## config.mk

```make
export PLATFORM = sky130hd
export DESIGN_NAME = one_euro_adaptive_lowpass
export DESIGN_NICKNAME = d
export VERILOG_FILES = /design/src/rtl/core/oeal_pkg.sv /design/src/rtl/core/one_euro_adaptive_lowpass.sv /design/src/rtl/core/oeal_arith.sv
export SDC_FILE = /design/constraint.sdc
export NUM_CORES = 2
export LEC_CHECK = 0
export BUFFER_PORTS_ARGS = -buffer_cell sky130_fd_sc_hd__buf_4
export CAP_MARGIN = 10
export CORE_MARGIN = 2
export CORE_UTILIZATION = 45
export CTS_CLUSTER_DIAMETER = 100
export DETAILED_ROUTE_END_ITERATION = 8
export GPL_TIMING_DRIVEN = 0
export PLACE_DENSITY = 0.65
export SYNTH_ARGS = -nofsm -noshare
export SYNTH_HDL_FRONTEND = slang
export SYNTH_SLANG_ARGS = --single-unit
```

## constraint.sdc

```tcl
create_clock -name clk -period 19.55 [get_ports clk]
set_clock_uncertainty 0.1 [all_clocks]
set_input_delay 3.91 -clock clk [delete_from_list [all_inputs] [get_ports clk]]
set_output_delay 3.91 -clock clk [all_outputs]
set_load 0.01 [all_outputs]
```

## src/rtl/core/oeal_pkg.sv

```systemverilog
// ----------------------------------------------------------------------------
// oeal_pkg: shared types and constants
// Payload words, register codes and the command/status words of the shared
// multiply/divide unit.
// ----------------------------------------------------------------------------
package oeal_pkg;

    typedef struct packed {
        logic               mode;
        logic signed [31:0] sample;
        logic [47:0]        stamp;
        logic               stamp_valid;
    } in_word_t;

    typedef struct packed {
        logic signed [31:0] filtered;
        logic               time_backwards;
    } out_word_t;

    localparam logic [1:0] REG_INITIAL_RATE = 2'd0;
    localparam logic [1:0] REG_MIN_CUTOFF   = 2'd1;
    localparam logic [1:0] REG_SPEED_GAIN   = 2'd2;
    localparam logic [1:0] REG_SLOPE_CUTOFF = 2'd3;

    localparam logic [31:0] RST_INITIAL_RATE = 32'd7864320;
    localparam logic [31:0] RST_MIN_CUTOFF   = 32'd65536;
    localparam logic [31:0] RST_SPEED_GAIN   = 32'd0;
    localparam logic [31:0] RST_SLOPE_CUTOFF = 32'd65536;

    // 2*pi in Q29
    localparam logic [47:0] TWO_PI_Q29 = 48'd3373259426;

    localparam logic       MODE_FILTER = 1'b0;
    localparam logic       MODE_CLEAR  = 1'b1;

    typedef enum logic {
        OP_MUL,
        OP_DIV
    } arith_op_t;

    typedef struct packed {
        logic      start;
        arith_op_t op;
    } arith_cmd_t;

    typedef struct packed {
        logic        done;
        logic [65:0] result;
    } arith_stat_t;

endpackage

```

## src/rtl/core/one_euro_adaptive_lowpass.sv

```systemverilog
// ----------------------------------------------------------------------------
// one_euro_adaptive_lowpass: adaptive low-pass filter, fixed point
// Speed-adaptive smoother for one sample stream with tick timestamps.
// ----------------------------------------------------------------------------
//  channel | signals                         | direction | word
//  --------+---------------------------------+-----------+---------------------
//  in      | in_valid, in_ready, in_data     | sink      | mode/sample/stamp
//  out     | out_valid, out_ready, out_data  | source    | filtered/backwards
//  cfg     | cfg_valid, cfg_ready, cfg_index,| sink      | register write
//          | cfg_data                        |           |
//
// One sample word runs, from accept to result, up to three 64-step divides
// and six shift-add multiplies, each multiply taking one step per multiplier
// bit up to its highest one, on one shared unit.
// A clear word (mode 1) clears the smoother state and gives no output word.
// in_ready is high only while the sequencer is idle; a finished result sits
// in the output register, so a stalled out channel holds only the last step.
// cfg is always ready. Reset is asynchronous, active low.
// ----------------------------------------------------------------------------
module one_euro_adaptive_lowpass #(
    parameter int TICKS_PER_SECOND = 1000000,
    parameter int FRAC_BITS        = 16
) (
    input  logic                clk,
    input  logic                rst_n,
    input  logic                in_valid,
    output logic                in_ready,
    input  oeal_pkg::in_word_t  in_data,
    output logic                out_valid,
    input  logic                out_ready,
    output oeal_pkg::out_word_t out_data,
    input  logic                cfg_valid,
    output logic                cfg_ready,
    input  logic [1:0]          cfg_index,
    input  logic [31:0]         cfg_data
);
    import oeal_pkg::*;

    localparam logic [65:0] HALF_Q   = 66'd1 << (FRAC_BITS - 1);
    localparam logic [47:0] ONE_Q    = 48'd1 << FRAC_BITS;
    localparam logic [63:0] RATE_NUM = 64'(TICKS_PER_SECOND) << FRAC_BITS;
    localparam logic [65:0] W_ROUND  = 66'd1 << 28;

    typedef enum logic [3:0] {
        S_IDLE,
        S_RATE,
        S_SLOPE,
        S_SLOPE_MUL,
        S_SMOOTH,
        S_CUT,
        S_CUT_MUL,
        S_W_MUL,
        S_A_DIV,
        S_SM_MUL,
        S_DONE
    } state_t;

    state_t             state_reg;
    logic [31:0]        min_cutoff_reg;
    logic [31:0]        speed_gain_reg;
    logic [31:0]        slope_cutoff_reg;
    logic [31:0]        rate_reg;
    logic [47:0]        prev_stamp_reg;
    logic               prev_sv_reg;
    logic               have_value_reg;
    logic               have_slope_reg;
    logic signed [31:0] prev_raw_reg;
    logic signed [31:0] smooth_value_reg;
    logic signed [31:0] smooth_slope_reg;
    logic signed [31:0] x_reg;
    logic signed [31:0] slope_reg;
    logic               back_reg;
    logic               sel_reg;     // 0: slope smoother, 1: value smoother
    logic               out_valid_reg;
    out_word_t          out_data_reg;

    arith_cmd_t         cmd_reg;
    logic [63:0]        opa_reg;
    logic [47:0]        opb_reg;
    arith_stat_t        stat;

    oeal_arith u_arith (
        .clk   (clk),
        .rst_n (rst_n),
        .cmd   (cmd_reg),
        .opa   (opa_reg),
        .opb   (opb_reg),
        .stat  (stat)
    );

    assign in_ready  = (state_reg == S_IDLE);
    assign cfg_ready = 1'b1;
    assign out_valid = out_valid_reg;
    assign out_data  = out_data_reg;

    // timestamp step
    logic        stamp_upd;
    logic [47:0] gap;
    assign stamp_upd = prev_sv_reg && in_data.stamp_valid
                       && (in_data.stamp != prev_stamp_reg);
    assign gap = in_data.stamp - prev_stamp_reg;

    // raw difference for the slope
    logic signed [32:0] raw_diff;
    logic [32:0]        raw_mag;
    assign raw_diff = 33'(x_reg) - 33'(prev_raw_reg);
    assign raw_mag  = raw_diff[32] ? 33'(-raw_diff) : raw_diff;

    // rounded product >> FRAC_BITS
    logic [65:0] prod_q;
    assign prod_q = (stat.result + HALF_Q) >> FRAC_BITS;

    // slope saturation
    logic signed [31:0] slope_sat;
    always_comb
    begin
        if (raw_diff[32])
        begin
            slope_sat = (prod_q > 66'h80000000) ? 32'sh80000000 : -32'(prod_q[31:0]);
        end
        else
        begin
            slope_sat = (prod_q > 66'h7FFFFFFF) ? 32'sh7FFFFFFF : 32'(prod_q[31:0]);
        end
    end

    // smoother operands
    logic signed [31:0] sm_prev;
    logic signed [31:0] sm_x;
    logic signed [32:0] sm_diff;
    logic [32:0]        sm_mag;
    logic signed [33:0] sm_res;
    assign sm_prev = sel_reg ? smooth_value_reg : smooth_slope_reg;
    assign sm_x    = sel_reg ? x_reg : slope_reg;
    assign sm_diff = 33'(sm_x) - 33'(sm_prev);
    assign sm_mag  = sm_diff[32] ? 33'(-sm_diff) : sm_diff;
    assign sm_res  = sm_diff[32] ? 34'(sm_prev) - 34'(prod_q[32:0])
                                 : 34'(sm_prev) + 34'(prod_q[32:0]);

    // |smoothed slope|
    logic [31:0] ss_mag;
    assign ss_mag = smooth_slope_reg[31] ? 32'(-smooth_slope_reg) : 32'(smooth_slope_reg);

    // cutoff with saturation
    logic [65:0] cut_sum;
    logic [31:0] cut_sat;
    assign cut_sum = 66'(min_cutoff_reg) + prod_q;
    assign cut_sat = (cut_sum > 66'hFFFFFFFF) ? 32'hFFFFFFFF : cut_sum[31:0];

    // alpha denominator
    logic [65:0] w_full;
    logic [35:0] w_val;
    logic [36:0] den;
    assign w_full = (stat.result + W_ROUND) >> 29;
    assign w_val  = w_full[35:0];
    assign den    = 37'(w_val) + 37'(rate_reg);

    always_ff @(posedge clk or negedge rst_n)
    begin
        if (!rst_n)
        begin
            state_reg        <= S_IDLE;
            min_cutoff_reg   <= RST_MIN_CUTOFF;
            speed_gain_reg   <= RST_SPEED_GAIN;
            slope_cutoff_reg <= RST_SLOPE_CUTOFF;
            rate_reg         <= RST_INITIAL_RATE;
            prev_stamp_reg   <= '0;
            prev_sv_reg      <= 1'b0;
            have_value_reg   <= 1'b0;
            have_slope_reg   <= 1'b0;
            prev_raw_reg     <= '0;
            smooth_value_reg <= '0;
            smooth_slope_reg <= '0;
            out_valid_reg    <= 1'b0;
            cmd_reg          <= '{start: 1'b0, op: OP_MUL};
        end
        else
        begin
            // start is a one-cycle pulse; no op is issued while it is high
            if (cmd_reg.start)
            begin
                cmd_reg.start <= 1'b0;
            end

            if ((state_reg == S_DONE) && (!out_valid_reg || out_ready))
            begin
                out_valid_reg <= 1'b1;
            end
            else if (out_valid_reg && out_ready)
            begin
                out_valid_reg <= 1'b0;
            end

            if (cfg_valid)
            begin
                unique case (cfg_index)
                    REG_INITIAL_RATE: rate_reg         <= cfg_data;
                    REG_MIN_CUTOFF:   min_cutoff_reg   <= cfg_data;
                    REG_SPEED_GAIN:   speed_gain_reg   <= cfg_data;
                    REG_SLOPE_CUTOFF: slope_cutoff_reg <= cfg_data;
                    default:          ;
                endcase
            end

            unique case (state_reg)
                S_IDLE:
                begin
                    if (in_valid)
                    begin
                        if (in_data.mode == MODE_CLEAR)
                        begin
                            have_value_reg   <= 1'b0;
                            have_slope_reg   <= 1'b0;
                            prev_raw_reg     <= '0;
                            smooth_value_reg <= '0;
                            smooth_slope_reg <= '0;
                        end
                        else
                        begin
                            x_reg          <= in_data.sample;
                            prev_stamp_reg <= in_data.stamp;
                            prev_sv_reg    <= in_data.stamp_valid;
                            back_reg       <= stamp_upd && (in_data.stamp < prev_stamp_reg);
                            if (stamp_upd && (in_data.stamp > prev_stamp_reg))
                            begin
                                // rate = round(TPS << FRAC / gap)
                                cmd_reg   <= '{start: 1'b1, op: OP_DIV};
                                opa_reg   <= RATE_NUM + 64'(gap >> 1);
                                opb_reg   <= gap;
                                state_reg <= S_RATE;
                            end
                            else
                            begin
                                state_reg <= S_SLOPE;
                            end
                        end
                    end
                end
                S_RATE:
                begin
                    if (stat.done)
                    begin
                        rate_reg  <= (stat.result[65:32] != '0) ? 32'hFFFFFFFF
                                                                : stat.result[31:0];
                        state_reg <= S_SLOPE;
                    end
                end
                S_SLOPE:
                begin
                    if (have_value_reg)
                    begin
                        cmd_reg   <= '{start: 1'b1, op: OP_MUL};
                        opa_reg   <= 64'(raw_mag);
                        opb_reg   <= 48'(rate_reg);
                        state_reg <= S_SLOPE_MUL;
                    end
                    else
                    begin
                        slope_reg <= x_reg;
                        state_reg <= S_SMOOTH;
                    end
                end
                S_SLOPE_MUL:
                begin
                    if (stat.done)
                    begin
                        slope_reg <= slope_sat;
                        state_reg <= S_SMOOTH;
                    end
                end
                S_SMOOTH:
                begin
                    if (have_slope_reg)
                    begin
                        sel_reg   <= 1'b0;
                        cmd_reg   <= '{start: 1'b1, op: OP_MUL};
                        opa_reg   <= 64'(slope_cutoff_reg);
                        opb_reg   <= TWO_PI_Q29;
                        state_reg <= S_W_MUL;
                    end
                    else
                    begin
                        // first slope passes straight through
                        smooth_slope_reg <= slope_reg;
                        have_slope_reg   <= 1'b1;
                        state_reg        <= S_CUT;
                    end
                end
                S_CUT:
                begin
                    cmd_reg   <= '{start: 1'b1, op: OP_MUL};
                    opa_reg   <= 64'(speed_gain_reg);
                    opb_reg   <= 48'(ss_mag);
                    state_reg <= S_CUT_MUL;
                end
                S_CUT_MUL:
                begin
                    if (stat.done)
                    begin
                        if (have_value_reg)
                        begin
                            sel_reg   <= 1'b1;
                            cmd_reg   <= '{start: 1'b1, op: OP_MUL};
                            opa_reg   <= 64'(cut_sat);
                            opb_reg   <= TWO_PI_Q29;
                            state_reg <= S_W_MUL;
                        end
                        else
                        begin
                            smooth_value_reg <= x_reg;
                            state_reg        <= S_DONE;
                        end
                    end
                end
                S_W_MUL:
                begin
                    if (stat.done)
                    begin
                        if (den == '0)
                        begin
                            // alpha = 1
                            cmd_reg   <= '{start: 1'b1, op: OP_MUL};
                            opa_reg   <= 64'(sm_mag);
                            opb_reg   <= ONE_Q;
                            state_reg <= S_SM_MUL;
                        end
                        else
                        begin
                            cmd_reg   <= '{start: 1'b1, op: OP_DIV};
                            opa_reg   <= (64'(w_val) << FRAC_BITS) + 64'(den >> 1);
                            opb_reg   <= 48'(den);
                            state_reg <= S_A_DIV;
                        end
                    end
                end
                S_A_DIV:
                begin
                    if (stat.done)
                    begin
                        cmd_reg   <= '{start: 1'b1, op: OP_MUL};
                        opa_reg   <= 64'(sm_mag);
                        opb_reg   <= stat.result[47:0];
                        state_reg <= S_SM_MUL;
                    end
                end
                S_SM_MUL:
                begin
                    if (stat.done)
                    begin
                        if (sel_reg)
                        begin
                            smooth_value_reg <= sm_res[31:0];
                            state_reg        <= S_DONE;
                        end
                        else
                        begin
                            smooth_slope_reg <= sm_res[31:0];
                            have_slope_reg   <= 1'b1;
                            state_reg        <= S_CUT;
                        end
                    end
                end
                S_DONE:
                begin
                    // out_valid_reg is raised above on the same condition
                    if (!out_valid_reg || out_ready)
                    begin
                        out_data_reg.filtered        <= smooth_value_reg;
                        out_data_reg.time_backwards  <= back_reg;
                        prev_raw_reg                 <= x_reg;
                        have_value_reg               <= 1'b1;
                        state_reg                    <= S_IDLE;
                    end
                end
                default:
                begin
                    state_reg <= S_IDLE;
                end
            endcase
        end
    end

endmodule

```

## src/rtl/core/oeal_arith.sv

```systemverilog
// ----------------------------------------------------------------------------
// oeal_arith: shared shift-add multiplier / restoring divider
// One step per cycle. Multiply ends when the multiplier runs out of ones;
// divide takes 64 steps for a 64-bit numerator.
// ----------------------------------------------------------------------------
module oeal_arith (
    input  logic                 clk,
    input  logic                 rst_n,
    input  oeal_pkg::arith_cmd_t cmd,
    input  logic [63:0]          opa,   // multiplicand or numerator
    input  logic [47:0]          opb,   // multiplier or divisor
    output oeal_pkg::arith_stat_t stat
);
    import oeal_pkg::*;

    typedef enum logic [1:0] {
        A_IDLE,
        A_MUL,
        A_DIV
    } astate_t;

    astate_t     state_reg;
    logic        done_reg;
    arith_op_t   op_reg;
    logic [65:0] acc_reg;
    logic [65:0] mcand_reg;
    logic [47:0] mplier_reg;
    logic [63:0] num_reg;
    logic [47:0] div_reg;
    logic [47:0] rem_reg;
    logic [5:0]  cnt_reg;

    logic [48:0] rem_sh;
    logic [49:0] trial;

    assign rem_sh = {rem_reg, num_reg[63]};
    assign trial  = {1'b0, rem_sh} - {2'b00, div_reg};

    assign stat.done   = done_reg;
    assign stat.result = (op_reg == OP_DIV) ? {2'b00, num_reg} : acc_reg;

    always_ff @(posedge clk or negedge rst_n)
    begin
        if (!rst_n)
        begin
            state_reg <= A_IDLE;
            done_reg  <= 1'b0;
            op_reg    <= OP_MUL;
        end
        else
        begin
            done_reg <= 1'b0;
            unique case (state_reg)
                A_IDLE:
                begin
                    if (cmd.start)
                    begin
                        op_reg     <= cmd.op;
                        acc_reg    <= '0;
                        mcand_reg  <= {2'b00, opa};
                        mplier_reg <= opb;
                        num_reg    <= opa;
                        div_reg    <= opb;
                        rem_reg    <= '0;
                        cnt_reg    <= '0;
                        state_reg  <= (cmd.op == OP_DIV) ? A_DIV : A_MUL;
                    end
                end
                A_MUL:
                begin
                    if (mplier_reg == '0)
                    begin
                        done_reg  <= 1'b1;
                        state_reg <= A_IDLE;
                    end
                    else
                    begin
                        if (mplier_reg[0])
                        begin
                            acc_reg <= acc_reg + mcand_reg;
                        end
                        mcand_reg  <= {mcand_reg[64:0], 1'b0};
                        mplier_reg <= {1'b0, mplier_reg[47:1]};
                    end
                end
                A_DIV:
                begin
                    if (!trial[49])
                    begin
                        rem_reg <= trial[47:0];
                        num_reg <= {num_reg[62:0], 1'b1};
                    end
                    else
                    begin
                        rem_reg <= rem_sh[47:0];
                        num_reg <= {num_reg[62:0], 1'b0};
                    end
                    cnt_reg <= cnt_reg + 6'd1;
                    if (cnt_reg == 6'd63)
                    begin
                        done_reg  <= 1'b1;
                        state_reg <= A_IDLE;
                    end
                end
                default:
                begin
                    state_reg <= A_IDLE;
                end
            endcase
        end
    end

endmodule

```

==> metrics.md <==
| Metric | Value |
|---|---|
| Status | `finished clean` |
| Worst hold path type | `reg -> reg` |
| I/O pin total | `157` |
| Dominant synthesized flop cell | `edfxtp_1` |
| DRT antenna net count | `0` |
| Clock period minus worst slack | `13.36 ns` |
| Worst hold slack | `0.3282 ns` |
| Peak VDD IR | `0.1152 mV` |
| Final Hold Viols | `0` |
| # clock sinks | `832` |
| EDFF count, synth | `546` |
| Via density | `6.486` |
| Post-CTS Hold Fix Bufs | `0` |
| Synthesized area per cell | `9.507 um2` |
| Sequential power share | `22.0%` |
| Starting density of the core | `45.42%` |
| Slew margin rel. | `3.404%` |
| WP data arrival | `13.66 ns` |
| Initial antenna violation count | `28` |
| Max Cap Viol | `0` |
| Ys async rst share | `34.38%` |
| Hold path depth | `0` |
| Sequential share of the synthesized area | `38.77%` |
| Pwr dens | `198.7 nW/um2` |
| Setup TNS | `0 ns` |
| Die height | `371.5 um` |
| CTS buffer count | `100` |
| IO buf count | `155` |
| Crit path max fanout | `10` |
| P_sw | `7.061 mW` |
| Core footprint | `133800 um2` |
| Post-synth cell types | `101` |
| Initial DRC count | `7370` |
| Initial DRT Pass Iterations | `7` |
| WL final | `256200 um` |
| RSZ-0062 raised after global routing | `no` |
| Power Total | `13.59 mW` |
| WP data required | `19.86 ns` |
| Switching share of total power | `51.95%` |
| Syn nets | `6877` |
| Die area | `138000 um2` |
| First-pass GRT wire length | `363900 um` |
| Remaining global-route overflow | `0` |
| Post-CTS Setup Bufs | `0` |
| Netlist Area Pre-Place | `60770 um2` |
| Fill cells | `12580` |
| Final instance area | `68400 um2` |
| CTS clk-pin slew, worst paths | `0.07 ns` |
| FMAX | `74.86 MHz` |
| Power Internal | `6.530 mW` |
| Crit path kind | `reg -> reg` |
| H-tree Lvls | `3` |
| Drc violations | `0` |
| Vias | `55500` |
| Cell count after synthesis | `6392` |
| Hpwl dp | `206400 um` |
| CTS root buf | `clkbuf_16` |
| Cell count after placement | `8355` |
| Final Non-Filler Cells | `8557` |
| DP Worst Slack | `7.071 ns` |
| Worst-margin pin slew | `1.439 ns` |
| Vias in the first global route | `52110` |
| Die span in x | `371.5 um` |
| Final WS setup | `6.192 ns` |
| Layout cells sized above 1 | `12.03%` |
| Clk pwr share | `15.0%` |
| #FFs+latches synth | `832` |
| Ys Warns | `0` |
| CTS-repair resized insts | `0` |
| P&R area growth vs syn | `12.55%` |
| Critical Path End Type | `flop` |
| Area after DPL | `64760 um2` |
| Final core utilization | `51.12%` |
| CTS Buffer Depth | `3` |
| Leak Pwr | `26.82 nW` |
| Final slew viol count | `0` |
| Final setup vio count | `0` |
| Nets | `7180` |
| Largest net degree at the start of global routing | `116` |
| Period utilisation layout | `68.33%` |
| FP Rows | `134` |
| Slowest stage delay, CP | `0.99 ns` |
| Startpoint Class | `flop` |
| Total routing usage reported by global routing | `36.38%` |
| Clock Latency Late Sink | `0.76 ns` |
| Average wire per standard cell | `29.93 um` |
| Worst Reg2Reg Path Length in Cells | `31` |
| Logic pwr share | `62.9%` |
| Routability Congestion | `1.082` |
| Slowest-stage cell, CP | `a21oi_1` |
| CTS tree | `done` |
[routing by layer]
metal	vias up	global-route usage (%)	routed length, um
met5	-	0	171
met4	24	20.91	16850
met3	674	9.759	29030
met2	3251	53.09	106400
met1	27150	48.50	103700
li1	24400	-	-
[layout by cell type (no fill, tap or decap), drive strengths merged, types with 21 or more instances in the layout]
| cell | instances |
|---|---|
| mux2 | 337 |
| a221oi | 38 |
| and2 | 66 |
| dfrtp | 280 |
| clkinv | 42 |
| o21bai | 45 |
| nor3 | 111 |
| or3 | 52 |
| inv | 304 |
| nand2 | 512 |
| a31oi | 56 |
| a21boi | 21 |
| ha | 355 |
| o21a | 47 |
| a22oi | 84 |
| clkbuf | 332 |
| o31ai | 30 |
| nand2b | 80 |
| o21ai | 317 |
| nor2 | 492 |
| o211ai | 62 |
| and3 | 70 |
| buf | 246 |
| xor2 | 200 |
| o22ai | 43 |
| xnor2 | 311 |
| nor2b | 64 |
| a21oi | 483 |
| nor4 | 68 |
| a211oi | 73 |
| or2 | 23 |
| edfxtp | 546 |
| nand3 | 177 |
| mux2i | 134 |
| nand3b | 33 |
| a21o | 205 |
| a211o | 22 |
| nand4 | 81 |
[power groups by stage]
stage | combinational [mW] | clock, mW | sequential [mW]
4_1_cts | 8.18 | 2.05 | 2.97
5_1_grt | 8.88 | 2.13 | 3.02
3_5_place_dp | 8.12 | 0 | 3.00
3_3_place_gp | 8.01 | 0 | 3.08
6_report | 8.56 | 2.04 | 2.99
2_1_floorplan | 5.10 | 0 | 2.84
[worst paths after layout]
path | end | slack (ns) | startpoint
min in group asynchronous | prev_stamp_reg[1] | 3.15 | rst_n
min reg2reg | out_data[0] | 0.33 | back_reg
max | opa_reg[20] | 6.19 | u_arith.op_reg
max reg2reg | opa_reg[20] | 6.19 | u_arith.op_reg
min | out_data[0] | 0.33 | back_reg
max in group asynchronous | smooth_value_reg[20] | 14.99 | rst_n
[Yosys cell counts, drive strengths merged, types with 17 or more instances]
cell type  instances  area share (%)
a21boi            21            0.26
nor3b             18            0.22
nand2b            80            0.82
inv              296             1.8
mux2i            134             2.2
nand4b            17            0.27
or4               19            0.23
buf               47            0.41
nand2            512             3.2
nor3             111            0.94
o22ai             43            0.44
xnor2            311             4.5
a221oi            38            0.55
nor2b             64            0.66
or3               52            0.54
nand4             81            0.84
o21bai            45            0.56
nand3            177             1.5
nor4              68            0.72
o21a              47            0.58
nor2             492             3.0
clkbuf           217             1.3
o211ai            62            0.77
mux2             337             6.2
o21ai            317             2.6
a22oi             84             1.0
a211o             22            0.32
and2              66            0.68
and3              70            0.73
a31oi             56            0.58
edfxtp           546              27
a21o             205             2.5
a211oi            73            0.92
ha               355             7.3
nand3b            33            0.41
a21oi            483             4.0
xor2             200             2.9
dfrtp            280              12
or2               23            0.24
o31ai             30            0.37
[critical path: cells and delay by family (launching register included)]
kind | cells | cell delay [ns]
compound gates | 8 | 3.94
xor+xnor | 1 | 0.97
fa+ha+maj | 2 | 0.76
buf+inv | 12 | 4.27
flops | 1 | 0.34
mux | 1 | 0.40
simple gates | 7 | 2.15
[kinds of logic (layout without fill, tap and decap cells)]
family | Yosys count | count (layout) | share of synthesized area [%]
flip-flops | 832 | 832 | 38.77
AND/OR/NAND/NOR | 1927 | 1927 | 15.64
adder cells (fa/ha/maj) | 364 | 364 | 7.606
other | 1 | 9 | 0.006171
AO/OA/AOI/OAI | 1725 | 1725 | 18.58
buffers and inverters | 561 | 950 | 3.582
XOR/XNOR | 511 | 511 | 7.365
multiplexers | 471 | 471 | 8.452
[final cells by class]
type	instances	area (um2)	area share (%)
sequential	832	23560	34.45
inverter	297	1115	1.630
timing repair buffer	201	1725	2.523
antenna	8	20.02	0.02927
tap	1768	2212	3.234
clock inverter	75	940.9	1.376
buffer	264	1062	1.553
clock buffer	113	2634	3.851
multi-input combinational	4999	35130	51.36
Note: power is estimated with default switching activity, not from simulation.
